$ cat src/sem_pkg.sv
// shared types and constants for the sobel edge magnitude block
package sem_pkg;
  localparam int MaxWidth = 2048;
  localparam int ColW = $clog2(MaxWidth);
  localparam int RowW = 12;
  localparam int CfgW = 12;
  localparam int PixW = 24;
  localparam int QDepth = 4;
  localparam int QAw = $clog2(QDepth);
  localparam logic [0:0] CfgWidth = 1'b0;
  localparam logic [0:0] CfgHeight = 1'b1;

  // one 3x3 window with its result tag, front to back
  typedef struct packed {
    logic [8:0][PixW-1:0] win;
    logic [RowW-1:0] row;
    logic [ColW-1:0] col;
    logic done;
  } win_t;

  typedef struct packed {
    logic [RowW-1:0] row;
    logic [ColW-1:0] col;
    logic [7:0] r;
    logic [7:0] g;
    logic [7:0] b;
    logic done;
  } res_t;
endpackage

$ cat src/sem_back.sv
// back end: sobel sums, clamp, squares, pipelined integer square root
module sem_back (
  input  logic clk_i,
  input  logic rst_ni,
  input  logic win_valid_i,
  input  sem_pkg::win_t win_i,
  output logic win_pop_o,
  output logic out_valid_o,
  output sem_pkg::res_t res_o,
  input  logic out_stall_i
);
  // stages: 0 sums/clamp, 1 squares, 2..9 root bits, the last stage drives the outputs
  localparam int NS = 10;
  logic [NS-1:0] v_q;
  logic adv;
  logic [2:0][7:0] ux_q, uy_q;
  logic [2:0][16:0] n_q [NS];
  logic [2:0][7:0] rt_q [NS];
  logic [sem_pkg::RowW-1:0] row_q [NS];
  logic [sem_pkg::ColW-1:0] col_q [NS];
  logic done_q [NS];
  logic [2:0][7:0] ux, uy;

  // whole pipe moves together; holds while output is stalled and full
  assign adv = !(out_valid_o && out_stall_i);
  assign win_pop_o = win_valid_i && adv;

  function automatic logic [7:0] clamp_f(input logic signed [11:0] v);
    if (v < 0) return 8'd0;
    if (v > 12'sd255) return 8'd255;
    return v[7:0];
  endfunction

  always_comb begin
    for (int k = 0; k < 3; k++) begin
      logic signed [11:0] a00, a10, a20, a01, a21, a02, a12, a22, hy, hx;
      a00 = {4'd0, win_i.win[0][k*8 +: 8]};
      a10 = {4'd0, win_i.win[1][k*8 +: 8]};
      a20 = {4'd0, win_i.win[2][k*8 +: 8]};
      a01 = {4'd0, win_i.win[3][k*8 +: 8]};
      a21 = {4'd0, win_i.win[5][k*8 +: 8]};
      a02 = {4'd0, win_i.win[6][k*8 +: 8]};
      a12 = {4'd0, win_i.win[7][k*8 +: 8]};
      a22 = {4'd0, win_i.win[8][k*8 +: 8]};
      hy = a20 + a22 + (a21 <<< 1) - a00 - a02 - (a01 <<< 1);
      hx = a02 + a22 + (a12 <<< 1) - a00 - a20 - (a10 <<< 1);
      ux[k] = clamp_f(hx);
      uy[k] = clamp_f(hy);
    end
  end

  always_ff @(posedge clk_i or negedge rst_ni) begin
    if (!rst_ni) v_q <= '0;
    else if (adv) v_q <= {v_q[NS-2:0], win_valid_i};
  end

  always_ff @(posedge clk_i) begin
    if (adv) begin
      ux_q <= ux;
      uy_q <= uy;
      row_q[0] <= win_i.row;
      col_q[0] <= win_i.col;
      done_q[0] <= win_i.done;
      for (int k = 0; k < 3; k++) begin
        n_q[1][k] <= 17'(ux_q[k]) * 17'(ux_q[k]) + 17'(uy_q[k]) * 17'(uy_q[k]);
        rt_q[1][k] <= '0;
      end
      row_q[1] <= row_q[0];
      col_q[1] <= col_q[0];
      done_q[1] <= done_q[0];
      for (int s = 2; s < NS; s++) begin
        for (int k = 0; k < 3; k++) begin
          logic [7:0] t;
          t = rt_q[s-1][k] | (8'd1 << (NS - 1 - s));
          n_q[s][k] <= n_q[s-1][k];
          if (n_q[s-1][k][16]) rt_q[s][k] <= 8'd255;
          else if (17'(t) * 17'(t) <= n_q[s-1][k]) rt_q[s][k] <= t;
          else rt_q[s][k] <= rt_q[s-1][k];
        end
        row_q[s] <= row_q[s-1];
        col_q[s] <= col_q[s-1];
        done_q[s] <= done_q[s-1];
      end
    end
  end

  assign out_valid_o = v_q[NS-1];
  always_comb begin
    res_o.row = row_q[NS-1];
    res_o.col = col_q[NS-1];
    res_o.r = rt_q[NS-1][2];
    res_o.g = rt_q[NS-1][1];
    res_o.b = rt_q[NS-1][0];
    res_o.done = done_q[NS-1];
  end
endmodule

$ cat config.mk
export PLATFORM = sky130hd
export DESIGN_NAME = sem_back
export DESIGN_NICKNAME = d
export VERILOG_FILES = /design/src/sem_pkg.sv /design/src/sem_back.sv
export SDC_FILE = /design/constraint.sdc
export NUM_CORES = 2
export LEC_CHECK = 0
export BUFFER_PORTS_ARGS = -buffer_cell sky130_fd_sc_hd__buf_2
export CAP_MARGIN = 40
export CORE_MARGIN = 3
export CORE_UTILIZATION = 58
export CTS_BUF_LIST = sky130_fd_sc_hd__clkbuf_4 sky130_fd_sc_hd__clkbuf_8 sky130_fd_sc_hd__clkbuf_16
export DETAILED_ROUTE_END_ITERATION = 7
export MAX_ROUTING_LAYER = met4
export PLACE_DENSITY_LB_ADDON = 0.08
export SETUP_SLACK_MARGIN = 0.4
export SLEW_MARGIN = 20
export SYNTH_ARGS = -nofsm -noshare
export SYNTH_HDL_FRONTEND = slang
export SYNTH_SLANG_ARGS = --single-unit
$ cat constraint.sdc
create_clock -name clk_i -period 22 [get_ports clk_i]
set_input_delay 4.4 -clock clk_i [delete_from_list [all_inputs] [get_ports clk_i]]
set_output_delay 4.4 -clock clk_i [all_outputs]
set_load 0.05 [all_outputs]
==> impl_metrics.yaml <==
route:
  ant_nets: 0
  viasPerCell: 5.25
  drt-pass1-iter-count: 5
  first_iter_violations: 2238
  vias: 46900
  avgRoutedWirePerCell_um: 14.8
  wl_mm: 132
  route.detailed.drc: 0
sta:
  rsz0062_at_grt: "false"
  finalWorstSetupSlack_ns: 12.01
  fmax_mhz: 100
  setup_tns_ns: 0
  maxSlewViolCount: 0
  clock_skew_ns: 0.0244
  period_minus_slack_ns: 9.99
  period_share_pct: 45.4
  max_slew.worst_pin.slew_ns: 0.987
  setup_violations: 0
  slew_headroom_pct: 34.2
  hold_viol: 0
worst_setup_path:
  worstPathMaxFanout: 88
  worst_path_largest_cell_delay_ns: 0.42
  slowest_stage: "inv_8"
  worstSetupPathType: "primary input to output port"
  crit_path_start: "out_stall_i"
  r2r_start: "rt_q[0][172]$_DFFE_PP_"
  crit_path_end_kind: "output port"
  arrival_ns: 5.59
  worstReg2RegEnd: "rt_q[0][193]$_SDFFCE_PN1P_"
  start_kind: "primary input"
  ff2ff_path_depth: 20
  cp_common_cell: "buf_2"
  reg2reg_slack_ns: 15.63
  crit_path_cell_trace: "buf_2, and2_4, inv_8, and2_1, buf_2"
  worstPathRequired_ns: 17.60
synthesis:
  synth_warnings: 0
  synth-edff-count: 825
  synthArstFlopShare_pct: 1.20
  netlist_area_sq_um: 74000
  synthFlopType: "edfxtp_1"
  synth_cells: 6939
  avgSynthCellArea_sq_um: 10.7
  ys_types: 79
  synth_seq_cells: 835
  ys_seq_area_share_pct: 33.8
placement:
  dp_hpwl_mm: 107
  port_buffers: 269
  gp_congestion: 0.865
  place_ws_ns: 11.97
global_route:
  grt-busiest-layer: "met2"
  grt_pass1_vias: 48700
  antenna_found_initial: 0
  use_met1_pct: 27.5
  grt_max_degree: 182
  grt_usage_pct: 21.3
  grt_pass1_wl_mm: 228
  gr-total-overflow: 0
  use_met3_pct: 2.17
  grtUsageMet2_pct: 36.4
floorplanning:
  start_util_pct: 58.6
  die_w_um: 363
  num_rows: 130
  dieHeight_um: 363
  dieArea_sq_um: 132000
  io_pins: 294
  design.core.area_sq_um: 126000
layout:
  syn_to_final_growth_pct: 8.36
  final-seq-area_sq_um: 25000
  nets: 9140
  diodes: 0
  final_common_cell: "inv_1"
  multi_input_area_sq_um: 42700
  drive_gt1_share_pct: 6.90
  layout_common_cells: "1544 x inv_1, 1057 x ha_1, 825 x edfxtp_1, 643 x fa_1, 336 x nand2_1"
  nFillCells: 10200
hold_path:
  min_to: "col_q[4][7]$_DFFE_PN_"
  hold_depth: 0
  min_path_type: "flip-flop to flip-flop"
  hold_path.startpoint: "col_q[3][7]$_DFFE_PN_"
status:
  status: "complete, no violations"
job:
  max-cap-violations: 0
clock_tree:
  clock_latency_ns: 0.69
  clock_sink_count: 835
  holdBufCountCts: 0
  cts_resized: 0
  cts_buffers: 92
  cts_tree: "yes"
  clock_path_buffers: 3
  cts-root-buf: "clkbuf_16"
  cts_setup_buffers: 0
  cts_max_level: 3
  clkTransAtPathRegs_ns: 0.06
-- worst max-delay path, delay by kind of cell --
family	cells	cell delay, ns
buf+inv	3	0.79
simple gates	2	0.39
-- area by class of cell --
| class | count | share of cell area (%) |
|---|---|---|
| multi-input combinational | 4438 | 53.2 |
| timing repair buffer | 284 | 1.93 |
| clock inverter | 66 | 0.874 |
| tap | 1650 | 2.57 |
| sequential | 835 | 31.2 |
| inverter | 1545 | 7.24 |
| clock buffer | 107 | 3.01 |
-- layer usage --
layer / vias up / part of all wire, % / routed length (um)
li1: 23400 / - / -
met1: 22600 / 46 / 60300
met2: 631 / 49 / 65100
met3: 186 / 3.1 / 4050
met4: 0 / 2.0 / 2600
met5: - / 0 / 0
-- worst max path at each step --
stage                     cells past startpoint               endpoint
after global placement                        5              win_pop_o
after floorplan                               4  col_q[0][0]$_DFFE_PN_
after CTS                                     5              win_pop_o
after global routing                          5              win_pop_o
after detailed placement                      5              win_pop_o
final                                         5              win_pop_o
-- sequential cells by signal, indices dropped and copies added, names as in the netlist --
signal / cells
v_q: 10
n_q: 408
col_q: 110
rt_q: 129
row_q: 120
done_q: 10
ux_q: 24
uy_q: 24
-- kinds of logic after synthesis --
kind of cell,Yosys count,share of synthesized area (%)
xor+xnor,379,4.48
simple gates,1424,9.83
compound gates,911,7.79
buf+inv,1673,8.62
fa+ha+maj,1700,35.3
other cells,2,0.0101
flops,835,33.8
mux,15,0.208
-- metrics by stage --
stage	util, %	hold WS, ns	cell area (sq um)	cells
floorplan	-	0.400	74100	6946
finish	63.5	0.411	80200	8925
global route	63.5	0.419	80200	8925
detailed placement	61.0	0.405	77000	8750
CTS	63.5	0.414	80200	8923
global placement	61.0	0.400	77000	8748
-- cell usage after synthesis (11+ instances only) --
master        n  area share (%)
or4b_2       11            0.15
o211ai_1     15            0.15
xor2_1      110             1.3
inv_1      1545             7.8
nand3_1      71            0.48
nand2b_1     67            0.57
o21a_1       99             1.0
nand2_1     336             1.7
nor2b_1      76            0.64
ha_1       1057              18
nor4_1       35            0.30
a211oi_1     24            0.24
fa_1        643              17
a211o_1      11            0.13
a2111oi_0    15            0.18
clkbuf_1     98            0.50
xnor2_1     269             3.2
and2_1      187             1.6
a31oi_1      26            0.22
or2_2        23            0.19
o31ai_1      12            0.12
edfxtp_1    825              33
a21o_1       96            0.97
nor3_1       64            0.43
nand4_1      44            0.37
or3_1       116            0.98
o21ai_0     174             1.2
nor2_1      315             1.6
a21oi_1     310             2.1
buf_4        25            0.25
mux2i_1      12            0.16
a31o_2       16            0.19
and3_1       24            0.20
o21bai_1     33            0.33
and4_1       12            0.14
o31a_1       11            0.13
Power is left out: the tool's default activity adds up to more than one toggle a clock period on the data nets, which glitch-free logic cannot reach.
