**src/sem_pkg.sv**
```systemverilog
// shared types and constants for the sobel edge magnitude block
package sem_pkg;
  localparam int MaxWidth = 2048;
  localparam int ColW = $clog2(MaxWidth);
  localparam int RowW = 12;
  localparam int CfgW = 12;
  localparam int PixW = 24;
  localparam int QDepth = 4;
  localparam int QAw = $clog2(QDepth);
  localparam logic [0:0] CfgWidth = 1'b0;
  localparam logic [0:0] CfgHeight = 1'b1;

  // one 3x3 window with its result tag, front to back
  typedef struct packed {
    logic [8:0][PixW-1:0] win;
    logic [RowW-1:0] row;
    logic [ColW-1:0] col;
    logic done;
  } win_t;

  typedef struct packed {
    logic [RowW-1:0] row;
    logic [ColW-1:0] col;
    logic [7:0] r;
    logic [7:0] g;
    logic [7:0] b;
    logic done;
  } res_t;
endpackage

```
**src/sem_queue.sv**
```systemverilog
// short fifo between front and back
module sem_queue (
  input  logic clk_i,
  input  logic rst_ni,
  input  logic push_i,
  input  sem_pkg::win_t data_i,
  output logic full_o,
  output logic valid_o,
  output sem_pkg::win_t data_o,
  input  logic pop_i
);
  localparam int Aw = sem_pkg::QAw;
  sem_pkg::win_t mem_q [sem_pkg::QDepth];
  logic [Aw-1:0] wp_q, rp_q;
  logic [Aw:0] cnt_q;

  assign full_o = cnt_q == (Aw+1)'(sem_pkg::QDepth);
  assign valid_o = cnt_q != '0;
  assign data_o = mem_q[rp_q];

  always_ff @(posedge clk_i) if (push_i) mem_q[wp_q] <= data_i;

  always_ff @(posedge clk_i or negedge rst_ni) begin
    if (!rst_ni) begin
      wp_q <= '0;
      rp_q <= '0;
      cnt_q <= '0;
    end else begin
      if (push_i) wp_q <= wp_q + 1'b1;
      if (pop_i) rp_q <= rp_q + 1'b1;
      cnt_q <= cnt_q + (Aw+1)'(push_i) - (Aw+1)'(pop_i);
    end
  end
endmodule

```
**config.mk**
```make
export PLATFORM = sky130hd
export DESIGN_NAME = sem_queue
export DESIGN_NICKNAME = d
export VERILOG_FILES = /design/src/sem_pkg.sv /design/src/sem_queue.sv
export SDC_FILE = /design/constraint.sdc
export NUM_CORES = 1
export LEC_CHECK = 0
export BUFFER_PORTS_ARGS = -buffer_cell sky130_fd_sc_hd__buf_2
export CORE_UTILIZATION = 40
export DETAILED_ROUTE_END_ITERATION = 8
export MAX_ROUTING_LAYER = met4
export PLACE_DENSITY_LB_ADDON = 0.3
export SLEW_MARGIN = 10
export SYNTH_ARGS = -nofsm -noshare
export SYNTH_HDL_FRONTEND = slang
export SYNTH_SLANG_ARGS = --single-unit
```
**constraint.sdc**
```tcl
create_clock -name clk_i -period 13.4 [get_ports clk_i]
set_input_delay 2.01 -clock clk_i [delete_from_list [all_inputs] [get_ports clk_i]]
set_output_delay 2.01 -clock clk_i [all_outputs]
set_load 0.02 [all_outputs]
```
==> reports/summary.md, run 1 <==
The analysis attributes to cell leakage a power of 14.06 nW. Power spread over the standard cell area amounts to 230.5 nW/um2. The final-report max-slew violation count is 0, and the worst reg-to-reg path cell count is 5. The number of sinks handled by clock tree synthesis was 967.

The count of cells in the finished layout, fillers not included, comes to 3087. The arrival time reported for the critical path endpoint came out at 4.09 ns. The worst max-slew margin expressed relative to the limit is 0.2588, and the floorplan die width is 297.9 um. Entering global routing, the biggest net connects 129 pins. In this run the remaining antenna-violating nets after routing total 0. The number of inserted filler cells in the final layout is 7067, and the aggregate routed wire length is 68570 um. Synthesis instantiated 16 different standard cells from the library. The placeable core region is 86750 um2. For the total power, the log shows 0.009636 W.

The final RePlAce weighted congestion is 0.7444, and the TritonCTS buffer count is 99. In the post-route analysis, the smallest setup slack over all paths is 7.304 ns. The fraction of synthesized cell area in xor and xnor cells was 0.001251; the worst-skew pair later-pin latency was 0.66 ns. The die height works out to 297.9 um. After layout, the minimum clock period comes to 6.096 ns.

The die covers 88720 um2. TritonCTS built the clock tree. In this run, synthesis produced a sequential element count of 967. The number of warnings reported in the yosys synthesis log was 0; the register clock-pin slew on the reported worst setup and hold paths was 0.06 ns. The logs give 2891 for the placed instance count and 0 for the number of remaining DRC errors.

Maximum number of buffers from clock root to sink: 3. The final design instance area without fill was 41800 um2; the placed wire-length estimate after detailed placement was 41180 um. For the worst setup path, the data required time is 11.39 ns. The number of I/O port buffers is 485.

Worst min-delay path class: reg -> reg. A synthesized cell averages 27.18 um2. The slew at the pin closest to its max-slew limit works out to 1.112 ns. The post-synthesis mux area share works out to 0.1544. The run gives 35010 um2 as the post-synthesis instance area.

Derived from the worst setup path, the maximum achievable clock frequency is 0.1641 GHz. The via count of the first global-routing pass was 16712; the count of max-cap constraint violations was 0. The dominant combinational cell family by area after synthesis was multiplexers. The number of nets handed over by synthesis was 1539. The first global-routing pass estimated 103600 um of wire. Iteration-0 DRC count of the detailed router: 1090.

After detailed routing, the number of vias per cell comes to 4.987. The summed negative setup slack over all endpoints is 0 ns, and the setup skew after layout is 0.02218 ns. For this design, the CTS-stage hold fixing added 0 buffers. The placed instances occupy a cell area of 38690 um2. The first-pass iteration count of the detailed router was 4. The flow ran to the end, and the final reports show no timing, DRC or antenna violations. The number of buffers inserted by post-CTS setup repair was 0. The adder-cell area share of the yosys netlist was 0.002716. The number of cells traversed by the worst hold path came out at 1. The boundary pin count is 486, and the share of final-layout standard cells stronger than drive strength 1 is 0.4583.

The logs give 0.8284 for the sequential fraction of the synthesis area and 34690 um for the met2 wire length. Synthesis produced 1288 cells. The count of endpoints failing hold in the final timing report is 0, and the post-route clock period utilization is 0.4549. The run gives 0.1600 as the global-route usage over all layers. For the row count, the log shows 108.

The critical setup path kind is reg -> out. The worst setup path is launched from a flip-flop. Along the worst path, the maximum fanout reaches 63. The cell at the root of the clock tree was clkbuf_16. Setup repair after global routing left no endpoint under its margin.

The tools report the global-route congestion overflow total as 0. For the number of antenna violations at the first check in global routing, the log shows 13. The simple-gate share of the synthesized area was 0.001286; the level count of the clock H-tree was 3.

In the final design database the tool counted 2088 nets. The run gives 0.4036 as the starting density of the core. Top layer used by detailed routing: met4. The share of the synthesized area in compound gates (AO/OA/AOI/OAI) was 0.0001429; the worst ir drop on vdd was 0.1627 mV. The tools report the critical path capture point type as an output port. The total number of vias was 15396; the area added between synthesis and finish was 19.38%. The routed wirelength normalized by instance count works out to 22.21 um. The number of gates resized after CTS was 0.

The routed design uses 5300 um of met3 wire. At the placement stage, the worst setup path has a slack of 7.911 ns. The met1 layer wirelength in the final routing was 27240 um; the setup-violating endpoint count in the final report was 0.
-- area by class of cell --
cell class	count	area, um2	area share
flip-flops and latches	967	29010	0.6941
diodes	12	30.03	0.0007184
clock buffers	127	2645	0.06328
repair buffers	502	2605	0.06232
well taps	1155	1445	0.03457
clock inverters	57	435.4	0.01042
multi-input cells	261	5604	0.1341
inverters	6	22.52	0.0005388
-- worst max-delay path: stages, from the launching register on --
cell and delay (ns):
dfrtp_4 0.92, buf_4 0.88, buf_4 0.85, mux4_2 0.44, buf_2 0.18
-- kinds of logic (layout without fill, tap and decap cells) --
kind of cell / Yosys count / after routing
flip-flops: 967 / 967
multiplexers: 240 / 240
buffers and inverters: 60 / 692
AND/OR/NAND/NOR: 8 / 8
adder cells (fa/ha/maj): 7 / 7
XOR/XNOR: 5 / 5
AO/OA/AOI/OAI: 1 / 1
other: 0 / 12
-- cell usage after synthesis (all sizes together) --
cell / instances / area, um2
and2: 4 / 25.02
dfrtp: 7 / 175.2
ha: 6 / 75.07
nand2: 2 / 7.510
buf: 47 / 366.6
xor2: 2 / 17.52
fa: 1 / 20.02
clkbuf: 7 / 26.28
o21ai: 1 / 5.000
xnor2: 3 / 26.28
edfxtp: 960 / 28830
or3: 1 / 6.260
and3: 1 / 6.260
inv: 6 / 22.52
mux4: 240 / 5405
-- registers in the layout, summed over array words and instances, names as in the netlist --
| register | flops |
|---|---|
| rp_q | 2 |
| cnt_q | 3 |
| wp_q | 2 |
| mem_q | 960 |
-- per-stage QoR --
stage	hold slack [ns]	utilization
global route	0.5863	0.4818
detailed placement	0.5313	0.4459
finish	0.5436	0.4818
global placement	0.5102	0.4459
CTS	0.5415	0.4815
floorplan	0.4914	-
-- final timing paths --
path,endpoint,startpoint,slack [ns]
worst max-delay path,data_o[164],rp_q[1],7.30
worst min-delay path,wp_q[0],wp_q[0],0.54
worst max register to register,mem_q[1][155],wp_q[1],10.20
worst min register to register,wp_q[0],wp_q[0],0.54
max in group asynchronous,rp_q[0],rst_ni,12.04
min in group asynchronous,wp_q[0],rst_ni,1.18
-- power by group --
group	leakage (nW)	internal (W)	switching [W]
registers	8.90	0.00396	0.000187
clock network	1.50	0.00149	0.00109
logic	3.67	0.00114	0.00176
-- placed cells by master, fill, tap and decap left out --
master and count:
buf_4 13, dfrtp_4 2, clkbuf_1 24, inv_6 3, buf_2 485, xor2_1 2
dfrtp_1 5, xnor2_1 3, mux4_2 240, clkinv_2 14, and3_1 1, buf_12 4
clkbuf_16 101, clkinvlp_4 3, diode_2 12, and2_4 4, o21ai_0 1, fa_1 1
inv_1 6, clkinv_4 1, inv_16 1, edfxtp_1 960, clkbuf_8 2, or3_1 1
ha_1 6, nand2_1 2, clkinv_1 28, clkinv_8 2, bufinv_16 5
-- per-layer routing --
layer	vias to the layer above	global-route usage
met5	-	-
met4	0	0.04274
met3	108	0.05250
met2	462	0.2570
met1	8076	0.1948
li1	6750	-
Power figures use the tool's default switching activity.
==> run 2, diff against run 1 <==
Settings changed: ABC_AREA set to 1.
Clock period 13.4 ns to 5.7 ns, I/O delays scaled along.
==> run 2 against run 1 <==
Against the previous run: clock skew up 0.0052 ns; register-to-register slack lost 7.1 ns; critical endpoint is now data_o[214]; sequential share of layout area is 8.6 points lower; core utilization down 0.63 points; clock power grew 140%; via count grew 68%; global-route usage rose by 2.8 points; largest power group is now combinational cells; die area increased by 16%; total power rose to 2.7 times the previous value; combinational power rose to 3.3 times the previous value; largest cell class unchanged; final area up 14%; count of clock-buffer cells in the layout up 13; critical path type unchanged.
==> reports/summary.md, run 2 <==
In the synthesized netlist the dominant register cell turns out to be edfxtp_1. The highest metal layer carrying signal wires in the routed design is met4. In the layout the commonest cells are 1211 x nand2_1, 968 x inv_1, 960 x edfxtp_1.

The number of flip-flops in the largest register came out at 960. In this run the standard cell core region covers 100300 um2. The end of the worst register-to-register path was mem_q[2][129].

The largest single stage delay on the critical path is 0.66 ns. The area share of the largest cell type after synthesis was 0.7108. The number of remaining DRC errors is 0.

Setup repair after global routing left no endpoint under its margin. The critical path goes through inv_8 -> buf_4 -> nand2_1 -> nand3_1 -> nand2_1 -> buf_2. The tools report the data required time of the critical path as 4.85 ns. Final period demand of the worst path: 4.134 ns. The post-route clock period utilization works out to 0.7252. In this run the count of I/O pins placed on the die edge is 486. Leaving out fill and tap cells, the most frequent cell in the layout is nand2_1. The die height is 320.4 um.

The tools report the number of antenna violations at the first check in global routing as 35. Synthesis handed over a netlist of 3807 instances. Summed over all nets, the switching power comes to 0.01011 W. Share of final-layout standard cells stronger than drive strength 1: 0.1514. The clock tree synthesis step divided the H-tree into 3 levels. TritonCTS built the clock tree. The logs give 25036 for the via count of the first global-routing pass and 6846 um for the wire length on met3. Summing all flip-flop and latch instances after layout gives 29010 um2. The number of I/O port buffers was 485. The first-pass iteration count of the detailed router was 7.

The tools report the final-report max-slew violation count as 0. The iteration-0 DRC count of the detailed router is 1673, and the area added between synthesis and finish is 17.58%. The register clock-pin slew on the reported worst setup and hold paths is 0.06 ns. The number of warnings reported in the yosys synthesis log was 0; the total number of vias was 25848. The first global-routing pass estimated 142900 um of wire.

The tools report the reg-to-reg setup timing slack as 3.10 ns. The async set-or-reset flop fraction in the synthesized netlist works out to 0.007239. The count of endpoints failing hold in the final timing report is 0.

Internal power comes to 0.01551 W. Setup violations remaining at the end of the flow were counted as 0. The share of total power in combinational logic is 0.378. The critical setup path kind was reg -> out. The largest registers in the layout are mem_q x960, cnt_q x3. In this run the critical register-to-register path is launched from wp_q[0]. The leakage power total was 21.94 nW. The worst hold path terminates at mem_q[3][140].

For the net count of the finished layout, the log shows 4522. Across all setup checks in the final design, the least slack found is 1.566 ns. Clock tree synthesis inserted a total of 105 buffers. The clock reaches the later pin of the worst-skew pair after 0.69 ns. The average via count per standard cell was 4.500.

The number of unique standard cell types used by synthesis was 16. For the met2 wire length, the log shows 46300 um. The tools report the number of inserted filler cells in the final layout as 8996. Source of the critical timing path: rp_q[0].

In the post-synthesis netlist, the cell with the most instances is nand2_1. The net switching fraction of the power was 0.3947. The tools report the starting density of the core as 0.4044. At the pin with the least slew margin, the transition time is 1.111 ns.

The worst setup path is captured at an output port. The fraction of power consumed by the clock network is 0.246, and the global-route usage over all layers is 0.1876. The final layout contains routed wiring with a total length of 94350 um.

The number of cells traversed by the worst hold path came out at 1. The worst setup path is launched from a flip-flop. The worst hold path belongs to the class in -> reg. The logs give 0.02739 ns for the setup skew after layout and 0 for the count of max-cap constraint violations.

The sequential fraction of the synthesis area was 0.7151; the largest fanout of any net on the critical path was 134. For this design, the slowest cell found on the critical path is dfrtp_4. The register with the most flip-flops was mem_q. No sink is reached through more buffers than the 3 on the longest clock path. Summed over all failing endpoints, the final setup total negative slack is 0 ns. For the worst flop-to-flop path, the logic depth is 5.

In the synthesized netlist, the cells that appear most often are 1211 x nand2_1, 972 x inv_1, 960 x edfxtp_1. Met1 layer wirelength in the final routing: 38200 um. For the maximum number of pins on one net before global-route repair, the log shows 179.

The largest total area in the synthesized netlist belongs to edfxtp_1. The number of enable flip-flop cells after synthesis was 960; the flop and latch count out of synthesis was 967. The full die area came out at 102700 um2. The floorplan has 116 rows. The tools report the global-route congestion overflow total as 0. The tools report the area taken by multi-input logic gates as 7089 um2. The worst max-slew margin expressed relative to the limit came out at 0.2597. The placement-stage worst setup slack is 2.276 ns. CTS placed an instance of clkbuf_16 at the clock tree root.

The library cell appearing most often on the critical path is nand2_1. The placed wire-length estimate after detailed placement came out at 55320 um. The number of nets handed over by synthesis was 4058. Worst ir drop on vdd: 0.4320 mV. After clock tree synthesis, the setup repair step added 0 buffers.

The per-instance average area after synthesis is 10.65 um2. At the worst endpoint, the arrival time is 3.28 ns. The clock drives 967 sinks.

The mapped netlist covers 40560 um2. For the final RePlAce weighted congestion, the log shows 0.8347. The worst hold path begins at data_i[140]. The run finished with clean final reports.

Dividing total power by cell area gives a power density of 537.1 nW/um2. The run gives 0.375 as the share of total power in sequential cells. Sorting the synthesized cells by area gives the leading types as edfxtp_1 71%, nand2_1 11%, inv_1 9.0%. Dividing the detail-routed wire length by the instance count gives 16.43 um.

The maximum clock rate came out at 0.2419 GHz. The floorplan die width was 320.4 um; the remaining number of nets flagged by the antenna check after routing was 0.
## run 2: cell types whose count changed after synthesis, moves of 2 or more
cell	change
buf_4	+14
buf_1	+8
and2_1	-4
clkbuf_1	+25
xnor2_1	-3
nand2_1	+1209
inv_1	+966
mux4_2	-240
nand3_1	+482
inv_2	+2
buf_6	-18
buf_2	+78
## run 2: per-layer routing
metal	up-vias	track usage
met2	564	0.3045
met5	-	-
met3	166	0.05708
li1	12863	-
met1	12255	0.2151
met4	0	0.08017
## run 2: stage by stage
stage                     total power (W)    util  area, um2  hold WS (ns)  instances
after floorplan                   0.01622       -      40570        0.4631       3807
after global placement            0.01949  0.4425      44380        0.4803       5520
after detailed placement          0.01960  0.4425      44380        0.4996       5520
after CTS                         0.02598  0.4746      47600        0.3103       5709
after global routing              0.02714  0.4755      47690        0.3349       5744
final                             0.02561  0.4755      47690        0.3784       5744
## run 2: cell families after synthesis
kind of cell | Yosys count | synth area share
adders and majority gates | 7 | 0.002345
DFF | 967 | 0.7151
and+or+nand+nor | 1694 | 0.1717
buffers and inverters | 1135 | 0.1101
xor gates and xnor gates | 3 | 0.0006480
AOI/OAI and AO/OA | 1 | 0.0001233
## run 2: area by class of cell
class,count,area share
flip-flops and latches,967,0.6083
clock inverters,48,0.008947
multi-input cells,1705,0.1487
diodes,35,0.001837
well taps,1357,0.03560
inverters,974,0.07729
clock buffers,140,0.05848
repair buffers,518,0.06087
## run 2: worst max-delay path, delay by kind of cell (launching register included)
family        cells  cell delay (ns)
buf+inv           3             1.37
simple gates      3             0.45
flops             1             0.66
## run 2: worst max path at each step
stage | end | slack (ns) | depth (start not counted)
after floorplan | mem_q[1][0] | 0.61 | 3
after global placement | data_o[214] | 2.25 | 6
after detailed placement | data_o[214] | 2.28 | 6
after CTS | data_o[214] | 1.51 | 6
after global routing | data_o[214] | 1.37 | 6
final | data_o[214] | 1.57 | 6
## run 2: repair_timing
item                                   4_1_cts  5_1_grt
hold buffers                                 1        0
resized for setup                            0        0
endpoints found under the hold margin        7        0
## run 2: power groups by stage
stage                     clock, W  combinational [W]  sequential, W
final                      0.00631            0.00969        0.00961
after CTS                  0.00648            0.00987        0.00962
after global placement           0            0.00976        0.00972
after detailed placement         0            0.00984        0.00976
after global routing       0.00677             0.0107        0.00972
after floorplan                  0            0.00638        0.00984
==> run 3, diff against run 2 <==
Clock period 5.7 ns to 3.8 ns, I/O delays scaled along.
==> run 3 against run 2 <==
Against the previous run: cell count rose by 0.33%; sequential share of layout area fell by 0.28 points; sequential power rose by 50%; non-clock buffer count rose by 29; worst setup slack got worse by 1.3 ns; combinational power rose by 52%; critical path type unchanged.
==> reports/summary.md, run 3 (synthesis results as in run 2) <==
The average via count per standard cell was 4.473; the number of sinks handled by clock tree synthesis was 967. The final-report max-slew violation count was 0. The maximum number of pins on one net before global-route repair was 173; the number of flip-flops in the largest register was 960. Fraction of power consumed by the clock network: 0.242. The first TritonRoute pass finished after 5 iterations. Buffers placed on the I/O ports in this run total 485. By instance count, the cell type seen most on the critical path is nand2_1. For the pin with the worst max-slew slack, the measured transition is 1.007 ns. The final design instance area without fill came out at 47910 um2. In the final design database the tool counted 4548 nets. The run gives 3 as the maximum number of buffers from clock root to sink.

Leaving out fill and tap cells, the most frequent cells in the layout are 1207 x nand2_1, 968 x inv_1, 960 x edfxtp_1. In this run the clock root is driven by a clkbuf_16. The flow ran to the end, and the final reports show no timing, DRC or antenna violations. The share of total power in sequential cells is 0.375, and the die height is 320.4 um. The slowest stage of the critical path belongs to the cell buf_4. Worst min-delay path class: in -> reg.

TritonCTS built the clock tree. The tools report the worst hold slack as 0.09228 ns. The tools report the starting density of the core as 0.4044.

The share of final-layout standard cells stronger than drive strength 1 is 0.1560, and the aggregate routed wire length is 91780 um. The final RePlAce weighted congestion is 0.7609, and the largest fanout of any net on the critical path is 168. The arrival time reported for the critical path endpoint came out at 2.95 ns. The TritonCTS buffer count was 102.

VDD sags by at most 0.5822 mV. The floorplan die width was 320.4 um. The leading cell type in the layout, fill and taps excluded was nand2_1. The worst max-slew margin expressed relative to the limit is 0.3288, and the summed negative setup slack over all endpoints is 0 ns.

The count of endpoints failing hold in the final timing report came out at 0. The run gives 102700 um2 as the full die area. Post-route clock period utilization: 0.9272. Walking the worst path, the cells encountered are buf_12 -> buf_4 -> nand2_1 -> nand3_1 -> nand2_1 -> buf_2.

At the worst endpoint, the required time is 3.23 ns. The analysis attributes to net switching a power of 0.01502 W. The number of buffers and inverters on the critical path is 3. The register with the most flip-flops was mem_q.

For this run, the slowest stage of the critical path takes 0.59 ns. On the final layout, the worst clock skew is 0.02519 ns. The tools report the via count of the first global-routing pass as 24687. The later pin in the worst-skew pair is clocked with a latency of 0.69 ns. The internal power came out at 0.02331 W. The worst setup path is launched from a flip-flop. After detailed routing, the average wire length per cell comes to 15.93 um. The tools report the share of total power in combinational logic as 0.382. The tools report the critical path capture point type as an output port. Total number of vias: 25778.

The number of antenna violations at the first check in global routing is 29, and the remaining number of nets flagged by the antenna check after routing is 0. The floorplan has 116 rows. For the setup-violating endpoint count in the final report, the log shows 0. The largest registers in the layout are mem_q x960, cnt_q x3. The share of the core filled with cells in the final layout was 0.4777.

For the placeable core region, the log shows 100300 um2. Once detailed placement completed, the half-perimeter wirelength came to 55680 um. The first global-routing pass estimated 140500 um of wire. The global-route usage over all layers is 0.1829, and the leakage power total is 22.08 nW. In this run the power density over the cells is 800.2 nW/um2. Across the run, the number of max-cap violations was 0. Setup repair after global routing left no endpoint under its margin.

The net switching fraction of the power came out at 0.3919. The maximum clock rate came out at 0.2838 GHz. Relative to the synthesized area, the layout overhead comes to 18.12%. 486 I/O pins were placed. The critical setup path kind was reg -> out. The final period demand of the worst path works out to 3.523 ns.

After clock tree synthesis, the clock-pin slew on the worst setup and hold paths is 0.06 ns. For this block, the initial DRC count from the detailed router was 1522. After detailed routing, the number of remaining DRC violations is 0. The area after detailed placement was 44720 um2; the number of buffers inserted by post-CTS setup repair was 0. The global-route congestion overflow total is 0, and the reg-to-reg setup timing slack is 1.59 ns. The level count of the clock H-tree was 3.

In this design, the largest share of critical-path delay is due to buffers and inverters.
run 3: path summary, 6_finish.rpt:
| kind | start | end | depth (start not counted) |
|---|---|---|---|
| setup reg to reg | wp_q[0] | mem_q[2][30] | 5 |
| max in group asynchronous | rst_ni | rp_q[1] | 2 |
| setup / recovery | rp_q[0] | data_o[176] | 6 |
| hold reg to reg | cnt_q[1] | cnt_q[2] | 2 |
| hold / removal | data_i[150] | mem_q[3][150] | 1 |
| min in group asynchronous | rst_ni | wp_q[1] | 2 |
run 3: layout make-up:
type                            count  area [um2]
Fill cell                        9014       52380
Timing Repair Buffer              547        3221
Tap cell                         1357        1698
Antenna cell                       35       87.58
Clock buffer                      133        2690
Clock inverter                     45       396.6
Sequential cell                   967       29010
Inverter                          974        3686
Multi-Input combinational cell   1705        7119
run 3: timing repair:
item / CTS / global route
endpoints found under the hold margin: 7 / 0
hold buffers: 1 / 0
gates resized for setup: 0 / 0
run 3: power by group through the flow:
stage | Combinational [W] | Sequential, W | Clock [W]
3_3_place_gp | 0.0148 | 0.0146 | 0
2_1_floorplan | 0.00960 | 0.0148 | 0
6_report | 0.0147 | 0.0144 | 0.00929
5_1_grt | 0.0161 | 0.0145 | 0.00991
3_5_place_dp | 0.0149 | 0.0146 | 0
4_1_cts | 0.0150 | 0.0144 | 0.00953
run 3: layer usage:
metal / share of wire / routed length [um] / global-route usage / vias up
li1: - / - / - / 12921
met1: 0.41 / 37930 / 0.2191 / 12124
met2: 0.50 / 45480 / 0.3029 / 597
met3: 0.071 / 6516 / 0.05134 / 136
met4: 0.020 / 1850 / 0.04891 / 0
met5: 0 / 0 / - / -
run 3: per-stage QoR:
step,power [W],setup slack [ns],cells
after floorplan,0.02436,-0.9528,3807
after global placement,0.02935,1.032,5549
after detailed placement,0.02950,0.9943,5549
after CTS,0.03888,0.2062,5728
after global routing,0.04058,0.1061,5755
final,0.03834,0.2767,5763
